### src/rtl/xed_pkg.sv
// Shared types, constants and the entity-name lookup for the XML entity decoder.
// Used by every module under rtl; depends on nothing else.
package xed_pkg;

  // Longest span from an '&' to its ';', counted in characters.
  localparam int MAX_SPAN   = 10;
  localparam int NAME_DEPTH = MAX_SPAN - 1;
  localparam int JOB_LEN    = MAX_SPAN + 1;

  // Widths of counters and indexes derived from the span.
  localparam int NCW = $clog2(NAME_DEPTH + 1);
  localparam int NIW = $clog2(NAME_DEPTH);
  localparam int JCW = $clog2(JOB_LEN + 1);
  localparam int JIW = $clog2(JOB_LEN);
  localparam int APW = $clog2(MAX_SPAN + 1);

  // Job queue between the front and back parts.
  localparam int QDEPTH = 2;
  localparam int QPW    = $clog2(QDEPTH);
  localparam int QCW    = $clog2(QDEPTH + 1);

  typedef logic [7:0] byte_t;
  typedef byte_t [NAME_DEPTH-1:0] name_t;

  localparam byte_t AMP  = 8'h26;
  localparam byte_t SEMI = 8'h3b;

  // One job: the output bytes caused by one input character.
  typedef struct packed {
    byte_t [JOB_LEN-1:0] data;
    logic [JCW-1:0]      len;
    logic                last;
  } job_t;

  typedef struct packed {
    logic  hit;
    byte_t ch;
  } lookup_t;

  // Known entity names, right-justified in 48 bits; first character is most significant.
  localparam int ENT_NUM    = 12;
  localparam int ENT_MAXLEN = 6;
  localparam logic [8*ENT_MAXLEN-1:0] ENT_TEXT [ENT_NUM] = '{
    "amp", "lt", "gt", "quot", "apos", "#39",
    "#x27", "#8217", "#x2019", "#160", "#xa0", "nbsp"
  };
  localparam int ENT_LEN [ENT_NUM] = '{3, 2, 2, 4, 4, 3, 4, 5, 6, 4, 4, 4};
  localparam byte_t ENT_CHAR [ENT_NUM] = '{
    8'h26, 8'h3c, 8'h3e, 8'h22, 8'h27, 8'h27,
    8'h27, 8'h27, 8'h27, 8'h20, 8'h20, 8'h20
  };

  // Match the held name against the entity table.
  function automatic lookup_t lookup_name(name_t nm, logic [NCW-1:0] cnt);
    lookup_t r;
    logic    ok;
    r = '0;
    for (int k = 0; k < ENT_NUM; k++) begin
      ok = (int'(cnt) == ENT_LEN[k]);
      for (int j = 0; j < ENT_MAXLEN; j++) begin
        if (j < ENT_LEN[k]) begin
          if (j >= NAME_DEPTH) begin
            ok = 1'b0;
          end else if (nm[j] != ENT_TEXT[k][(ENT_LEN[k] - 1 - j) * 8 +: 8]) begin
            ok = 1'b0;
          end
        end
      end
      if (ok) begin
        r.hit = 1'b1;
        r.ch  = ENT_CHAR[k];
      end
    end
    return r;
  endfunction

endpackage

### src/rtl/xed_front.sv
// Front part: accepts characters, tracks the pending entity name and builds output jobs.
// Depends on xed_pkg.
module xed_front (
  input  logic           clk,
  input  logic           rst,
  input  logic           push,
  output logic           full,
  input  xed_pkg::byte_t in_byte,
  input  logic           in_last,
  input  logic           q_full,
  output logic           q_push,
  output xed_pkg::job_t  q_job
);
  import xed_pkg::*;

  logic           pend, pend_next;
  logic [NCW-1:0] cnt, cnt_next;
  name_t          name, name_next;

  logic                 accept;
  lookup_t              hit;
  byte_t [MAX_SPAN-1:0] tmp;
  byte_t [MAX_SPAN:1]   fill;
  logic [APW-1:0]       amp_pos;
  logic                 amp_found;
  job_t                 job;

  assign accept = push && !q_full;
  assign full   = q_full;
  assign hit    = lookup_name(name, cnt);

  // Held name plus the new character, and the first '&' among them.
  always_comb begin
    for (int i = 0; i < MAX_SPAN; i++) begin
      tmp[i] = (i < NAME_DEPTH) ? name[i] : in_byte;
    end
    amp_pos = APW'(MAX_SPAN);
    for (int i = MAX_SPAN - 1; i >= 0; i--) begin
      if (tmp[i] == AMP) begin
        amp_pos = APW'(i);
      end
    end
    amp_found = (amp_pos != APW'(MAX_SPAN));
  end

  // Verbatim output after the '&': held name bytes, then the new character.
  always_comb begin
    for (int k = 1; k <= MAX_SPAN; k++) begin
      if ((k - 1) < NAME_DEPTH && NCW'(k - 1) != cnt) begin
        fill[k] = name[k-1];
      end else begin
        fill[k] = in_byte;
      end
    end
  end

  // Classify the character and work out the job and the next state.
  always_comb begin
    job       = '0;
    job.last  = in_last;
    pend_next = pend;
    cnt_next  = cnt;
    name_next = name;
    if (!pend) begin
      if (in_byte == AMP) begin
        pend_next = 1'b1;
        cnt_next  = '0;
        if (in_last) begin
          job.data[0] = AMP;
          job.len     = JCW'(1);
        end
      end else begin
        job.data[0] = in_byte;
        job.len     = JCW'(1);
      end
    end else if (in_byte == SEMI || cnt < NCW'(NAME_DEPTH)) begin
      if (in_byte == SEMI && hit.hit) begin
        job.data[0] = hit.ch;
        job.len     = JCW'(1);
      end else if (in_byte == SEMI || in_last) begin
        job.data[0] = AMP;
        for (int k = 1; k <= MAX_SPAN; k++) begin
          job.data[k] = fill[k];
        end
        job.len = JCW'(int'(cnt) + 2);
      end
      if (in_byte == SEMI) begin
        pend_next = 1'b0;
        cnt_next  = '0;
      end else begin
        name_next[cnt[NIW-1:0]] = in_byte;
        cnt_next                = cnt + NCW'(1);
      end
    end else begin
      // Span exceeded: emit the '&' and rescan the held bytes for a new one.
      job.data[0] = AMP;
      for (int k = 1; k <= MAX_SPAN; k++) begin
        job.data[k] = tmp[k-1];
      end
      if (amp_found && !in_last) begin
        job.len   = JCW'(int'(amp_pos) + 1);
        pend_next = 1'b1;
        cnt_next  = NCW'(MAX_SPAN - 1 - int'(amp_pos));
        for (int j = 0; j < NAME_DEPTH; j++) begin
          for (int i = 0; i < MAX_SPAN; i++) begin
            if (i == int'(amp_pos) + 1 + j) begin
              name_next[j] = tmp[i];
            end
          end
        end
      end else begin
        job.len   = JCW'(JOB_LEN);
        pend_next = 1'b0;
        cnt_next  = '0;
      end
    end
    if (in_last) begin
      pend_next = 1'b0;
      cnt_next  = '0;
    end
  end

  assign q_push = accept && (job.len != '0);
  assign q_job  = job;

  // Entity state.
  always_ff @(posedge clk) begin
    if (rst) begin
      pend <= 1'b0;
      cnt  <= '0;
    end else if (accept) begin
      pend <= pend_next;
      cnt  <= cnt_next;
    end
  end

  // Name bytes carry no reset; only entries below the count are read.
  always_ff @(posedge clk) begin
    if (accept) begin
      name <= name_next;
    end
  end

endmodule

### src/rtl/xed_queue.sv
// Short job queue that decouples the front part from the back part.
// Depends on xed_pkg.
module xed_queue (
  input  logic          clk,
  input  logic          rst,
  input  logic          q_push,
  input  xed_pkg::job_t q_in,
  output logic          q_full,
  output logic          q_valid,
  output xed_pkg::job_t q_out,
  input  logic          q_pop
);
  import xed_pkg::*;

  job_t           slots [QDEPTH];
  logic [QPW-1:0] wr_ptr;
  logic [QPW-1:0] rd_ptr;
  logic [QCW-1:0] count;
  logic           do_push;
  logic           do_pop;

  assign q_full  = (count == QCW'(QDEPTH));
  assign q_valid = (count != '0);
  assign q_out   = slots[rd_ptr];
  assign do_push = q_push && !q_full;
  assign do_pop  = q_pop && q_valid;

  // Pointers and fill count.
  always_ff @(posedge clk) begin
    if (rst) begin
      wr_ptr <= '0;
      rd_ptr <= '0;
      count  <= '0;
    end else begin
      if (do_push) begin
        wr_ptr <= (wr_ptr == QPW'(QDEPTH - 1)) ? '0 : wr_ptr + QPW'(1);
      end
      if (do_pop) begin
        rd_ptr <= (rd_ptr == QPW'(QDEPTH - 1)) ? '0 : rd_ptr + QPW'(1);
      end
      if (do_push && !do_pop) begin
        count <= count + QCW'(1);
      end else if (do_pop && !do_push) begin
        count <= count - QCW'(1);
      end
    end
  end

  // Job storage.
  always_ff @(posedge clk) begin
    if (do_push) begin
      slots[wr_ptr] <= q_in;
    end
  end

endmodule

### src/rtl/xed_back.sv
// Back part: walks the bytes of the head job into the output register.
// Depends on xed_pkg.
module xed_back (
  input  logic           clk,
  input  logic           rst,
  input  logic           q_valid,
  input  xed_pkg::job_t  q_job,
  output logic           q_pop,
  output logic           empty,
  input  logic           pop,
  output xed_pkg::byte_t out_byte,
  output logic           out_last
);
  import xed_pkg::*;

  logic [JIW-1:0] idx;
  logic           ovalid;
  byte_t          obyte;
  logic           olast;
  logic           load;
  logic           last_slot;

  assign load      = q_valid && (!ovalid || pop);
  assign last_slot = (JCW'(idx) == q_job.len - JCW'(1));
  assign q_pop     = load && last_slot;

  assign empty    = !ovalid;
  assign out_byte = obyte;
  assign out_last = olast;

  // Output register valid and the byte index within the head job.
  always_ff @(posedge clk) begin
    if (rst) begin
      ovalid <= 1'b0;
      idx    <= '0;
    end else if (load) begin
      ovalid <= 1'b1;
      idx    <= last_slot ? '0 : idx + JIW'(1);
    end else if (pop) begin
      ovalid <= 1'b0;
    end
  end

  // Output payload.
  always_ff @(posedge clk) begin
    if (load) begin
      obyte <= q_job.data[idx];
      olast <= q_job.last && last_slot;
    end
  end

endmodule

### src/rtl/xml_entity_decoder.sv
// Top level of the streaming XML entity decoder.
// Depends on xed_pkg, xed_front, xed_queue and xed_back.
//
// Usage:
// Characters enter through push/full with in_byte and in_last; in_last marks the
// final character of a string. Decoded characters leave through empty/pop with
// out_byte and out_last; out_last is set on the final output character of a string.
// Each accepted character becomes a job of 0 to 11 output characters. Jobs wait in a
// two-entry queue and the back part delivers one output character per cycle while the
// receiver holds pop high. An accepted character passes through the job queue and then
// the output register on its way to the output ports.
// Throughput: one character per cycle while jobs have one output character and pop is
// held high. The single output register takes the characters of a longer job one at a
// time, and full rises once the job queue holds two jobs.
// Reset (rst, synchronous) clears the queue, the output register and any pending
// entity. When the receiver holds pop low, the current result stays on the ports,
// the queue fills and full holds off further input.
module xml_entity_decoder (
  input  logic           clk,
  input  logic           rst,
  input  logic           push,
  output logic           full,
  input  xed_pkg::byte_t in_byte,
  input  logic           in_last,
  output logic           empty,
  input  logic           pop,
  output xed_pkg::byte_t out_byte,
  output logic           out_last
);
  import xed_pkg::*;

  logic q_push;
  logic q_full;
  logic q_valid;
  logic q_pop;
  job_t q_in;
  job_t q_out;

  // Front part: classification and job building.
  xed_front u_front (
    .clk     (clk),
    .rst     (rst),
    .push    (push),
    .full    (full),
    .in_byte (in_byte),
    .in_last (in_last),
    .q_full  (q_full),
    .q_push  (q_push),
    .q_job   (q_in)
  );

  // Job queue between the two parts.
  xed_queue u_queue (
    .clk     (clk),
    .rst     (rst),
    .q_push  (q_push),
    .q_in    (q_in),
    .q_full  (q_full),
    .q_valid (q_valid),
    .q_out   (q_out),
    .q_pop   (q_pop)
  );

  // Back part: output serialization.
  xed_back u_back (
    .clk      (clk),
    .rst      (rst),
    .q_valid  (q_valid),
    .q_job    (q_out),
    .q_pop    (q_pop),
    .empty    (empty),
    .pop      (pop),
    .out_byte (out_byte),
    .out_last (out_last)
  );

  // The output register is empty after reset.
  a_reset_empty: assert property (@(posedge clk) rst |=> empty)
    else $error("output not empty after reset");

  // Every queued job carries between one and the maximum number of characters.
  a_job_len: assert property (@(posedge clk) disable iff (rst)
    q_push |-> (q_in.len != '0 && q_in.len <= JCW'(JOB_LEN)))
    else $error("job with bad length pushed");

  // The back part retires a job only when one is queued.
  a_pop_valid: assert property (@(posedge clk) disable iff (rst)
    q_pop |-> q_valid)
    else $error("job retired from an empty queue");

endmodule

### config.mk
export PLATFORM = sky130hd
export DESIGN_NAME = xml_entity_decoder
export DESIGN_NICKNAME = d
export VERILOG_FILES = /design/src/rtl/xed_pkg.sv /design/src/rtl/xed_front.sv /design/src/rtl/xed_queue.sv /design/src/rtl/xed_back.sv /design/src/rtl/xml_entity_decoder.sv
export SDC_FILE = /design/constraint.sdc
export NUM_CORES = 1
export LEC_CHECK = 0
export BUFFER_PORTS_ARGS = -buffer_cell sky130_fd_sc_hd__buf_4
export CAP_MARGIN = 20
export CORE_MARGIN = 5
export CORE_UTILIZATION = 30
export CTS_CLUSTER_SIZE = 16
export DETAILED_ROUTE_END_ITERATION = 6
export GPL_TIMING_DRIVEN = 1
export PLACE_DENSITY_LB_ADDON = 0.05
export RECOVER_POWER = 50
export SYNTH_ARGS = -nofsm -noshare
export SYNTH_HDL_FRONTEND = slang
export SYNTH_SLANG_ARGS = --single-unit
### constraint.sdc
create_clock -name clk -period 9.75 [get_ports clk]
set_clock_uncertainty 0.2 [all_clocks]
set_input_delay 1.95 -clock clk [delete_from_list [all_inputs] [get_ports clk]]
set_output_delay 1.95 -clock clk [all_outputs]
set_load 0.05 [all_outputs]
==> results.toml <==
[synth]
ys_async_sr_fraction = 0
syn-num-nets = 2207
synth_top_area_share = 0.403
synth_edf_count = 267
syn_area_um2 = 19900
synth_area_leaders = "edfxtp_1 (40%), nand2_1 (5.2%), mux4_2 (4.8%)"
avgSynthCellArea_um2 = 9.16
synth_flop_cell = "edfxtp_1"
yosysUniqueCellTypes = 103
ys_ff_latch = 282
synth_warnings = 0
yosysSeqAreaShare = 0.418
syn_inst = 2172
post-synth-top-area-cell = "edfxtp_1"

[drt]
drc_errors = 0
drt_wl_total_mm = 108
num_vias = 19400
first_pass_iters = 6
drtIter0Drc = 2439
antenna_left = 0
drt-vias-per-instance = 6.45
avgRoutedWirePerCell_um = 35.8

[global_routing]
grt_pass1_vias = 18500
grt_antenna_before_repair = 6
grt_use_total = 0.291
grt_overflow = 0
grt_first_pass_wirelength_mm = 149
grt_max_degree = 94

[worst_setup_path]
crit_path_frequent_cell = "nor3_1"
cp-end-kind = "register"
path_cells = "clkbuf_1 > nor4bb_1 > nand4_1 > nand2_1 > nand3_1 > a31oi_1 > nor3_1 > ha_1 > o41ai_1 > nor2_1 > a221oi_1 > and2_0 > nor2_8 > nor3_1 > nor2_1 > nand3_1 > nor3_1 > a211oi_1 > clkbuf_1"
critical_path_required_ns = 9.74
worstSetupStartpointType = "input port"
cp_max_fo = 22
cpMaxStageDelayCell = "and2_0"
cpPeakStageDelay_ns = 0.95
r2r_cells = 17
crit_arrival_ns = 8.80
path_class = "input port to register"

[timing]
setup_viol = 0
maxSlewViolCount = 180
max_freq_mhz = 113
relSlewSlack = -1.55
fin_crit_ns = 8.81
tightest_slew_ns = 3.83
finalHoldViolCount = 0
rsz0062_at_grt = "no"
setup_tns_ns = 0
period_share = 0.904

[layout]
num-fill-cells = 6762
finalNetCount = 2153
regArea_um2 = 8320
design_area_um2 = 22200
multi_input_area_um2 = 10500
layout-drive-gt1-share = 0.114
fin_util = 0.337
syn_to_final_growth_pct = 11.5

[placement]
gp_congestion = 0.984
placed_area_um2 = 21100
io_buffer_count = 23
dp_hpwl_mm = 71.0

[die]
die_y_um = 268
coreArea_um2 = 65700
ios = 24
start_util = 0.303
rows = 94
die_x_um = 268
die_area_um2 = 71600

[flow_run]
drv_cap = 5

[outcome]
violations = "max-capacitance violations, max-slew violations"
status = "finished, violations left"

[cts]
holdBufCountCts = 0
cts_buffer_depth = 3
post_cts_buffers = 0
post_cts_resized = 0
cts.sinks = 282
htreeDepth = 2
cts_root_buffer = "clkbuf_16"
worstSkewPairLatency_ns = 0.60
cts_tree = "built"
clkTransAtPathRegs_ns = 0.05
cts_made_buffers = 36

[pwr]
ir_worst_vdd_mv = 0.0941
powerDensity_nw_per_um2 = 161
finalPower_mw = 3.57
leakage_nw = 7.32

[worst_hold_path]
whs_path_depth = 2
hold_class = "register to register"
## state kept, by name, summed over array words and instances, names as in the netlist, named ones only
| name | count |
|---|---|
| u_queue.rd_ptr | 1 |
| u_back.out_last | 1 |
| u_back.idx | 4 |
| u_front.pend | 1 |
| u_back.out_byte | 8 |
| u_back.ovalid | 1 |
| u_queue.slots | 186 |
| u_front.cnt | 4 |
| u_front.name | 72 |
| u_queue.count | 2 |
| u_queue.wr_ptr | 1 |
## critical path: cells and delay by family
kind                       cells  cell delay [ns]
buffers and inverters          2             1.23
and+or+nand+nor               12             4.35
adders and majority gates      1             0.27
AOI/OAI and AO/OA              4             0.92
## metrics by stage
step | setup slack [ns] | hold slack (ns) | instances
finish | 0.939 | 0.304 | 3009
global placement | 1.56 | 0.286 | 2944
detailed placement | 1.50 | 0.299 | 2944
global route | 0.871 | 0.344 | 3008
CTS | 2.10 | 0.312 | 3008
floorplan | 0.304 | 0.270 | 2172
## cell usage after synthesis, types with 8 or more instances
library cell  count
a211oi_1         34
a21o_1           17
a21oi_1         183
a221o_1          13
a221oi_1         20
a22o_1           40
a22oi_1          22
a31oi_1          35
a32oi_1           9
and2_1           12
and3_1           10
buf_1            20
buf_2            17
clkbuf_1        173
dfxtp_1          15
edfxtp_1        267
ha_1             22
inv_1            64
mux2i_1          61
mux4_2           42
nand2_1         277
nand2b_1         14
nand3_1          54
nand4_1          24
nor2_1          223
nor2b_1          16
nor3_1           31
nor4_1           20
o2111ai_1         9
o211ai_1         21
o21a_1           14
o21ai_0          78
o21ai_1          14
o221ai_1         35
o22a_1            8
o22ai_1          67
o32ai_1           8
xnor2_1          11
xor2_1            8
## report_power, final
part,leakage (nW),internal [mW],total (mW),switching [mW]
Sequential,2.69,1.51,1.56,0.0521
Clock,0.557,0.794,1.35,0.560
Combinational,4.07,0.240,0.661,0.420
## layout by cell type, fill, tap and decap left out, types with 16 or more instances in the layout
| cell type | count |
|---|---|
| a22o_1 | 40 |
| a221oi_1 | 21 |
| o21ai_0 | 79 |
| clkbuf_16 | 36 |
| nand3_1 | 54 |
| clkbuf_1 | 30 |
| buf_4 | 101 |
| mux4_2 | 42 |
| a21o_1 | 17 |
| nand2_1 | 278 |
| a211oi_1 | 34 |
| nor4_1 | 20 |
| mux2i_1 | 61 |
| o221ai_1 | 35 |
| nor3_1 | 31 |
| nand4_1 | 24 |
| nor2b_1 | 16 |
| o22ai_1 | 67 |
| ha_1 | 19 |
| inv_1 | 65 |
| a22oi_1 | 22 |
| nor2_1 | 220 |
| a21oi_1 | 183 |
| edfxtp_1 | 267 |
| o211ai_1 | 21 |
| a31oi_1 | 35 |
## kinds of logic after synthesis
group,count (synthesis),synth area share
multiplexers,108,0.0811
AND/OR/NAND/NOR,754,0.178
buffers and inverters,284,0.0560
AO/OA/AOI/OAI,702,0.244
adder cells (fa/ha/maj),22,0.0138
XOR/XNOR,20,0.00918
flip-flops,282,0.418
## path summary, 6_finish.rpt
kind	slack, ns	start	endpoint
worst max-delay path	0.94	in_byte[6]	u_front.name[38]
worst max register to register	1.55	u_front.name[13]	u_front.name[38]
worst min register to register	0.30	u_back.ovalid	u_back.ovalid
worst min-delay path	0.30	u_back.ovalid	u_back.ovalid
## cell type report
type                       instances  area share
multi-input combinational       1606       0.472
sequential                       282       0.375
tap                              864      0.0487
clock buffer                      47      0.0425
timing repair buffer             124      0.0405
inverter                          68      0.0115
clock inverter                    17     0.00970
antenna                            1    0.000113
## routing by layer
layer / vias up / GRT usage / wire length, um
met5: - / 0 / 46
met4: 6 / 0.161 / 7060
met3: 344 / 0.0650 / 10000
met2: 1187 / 0.440 / 47000
met1: 9665 / 0.388 / 43600
li1: 8196 / - / -
Power figures use the tool's default switching activity.
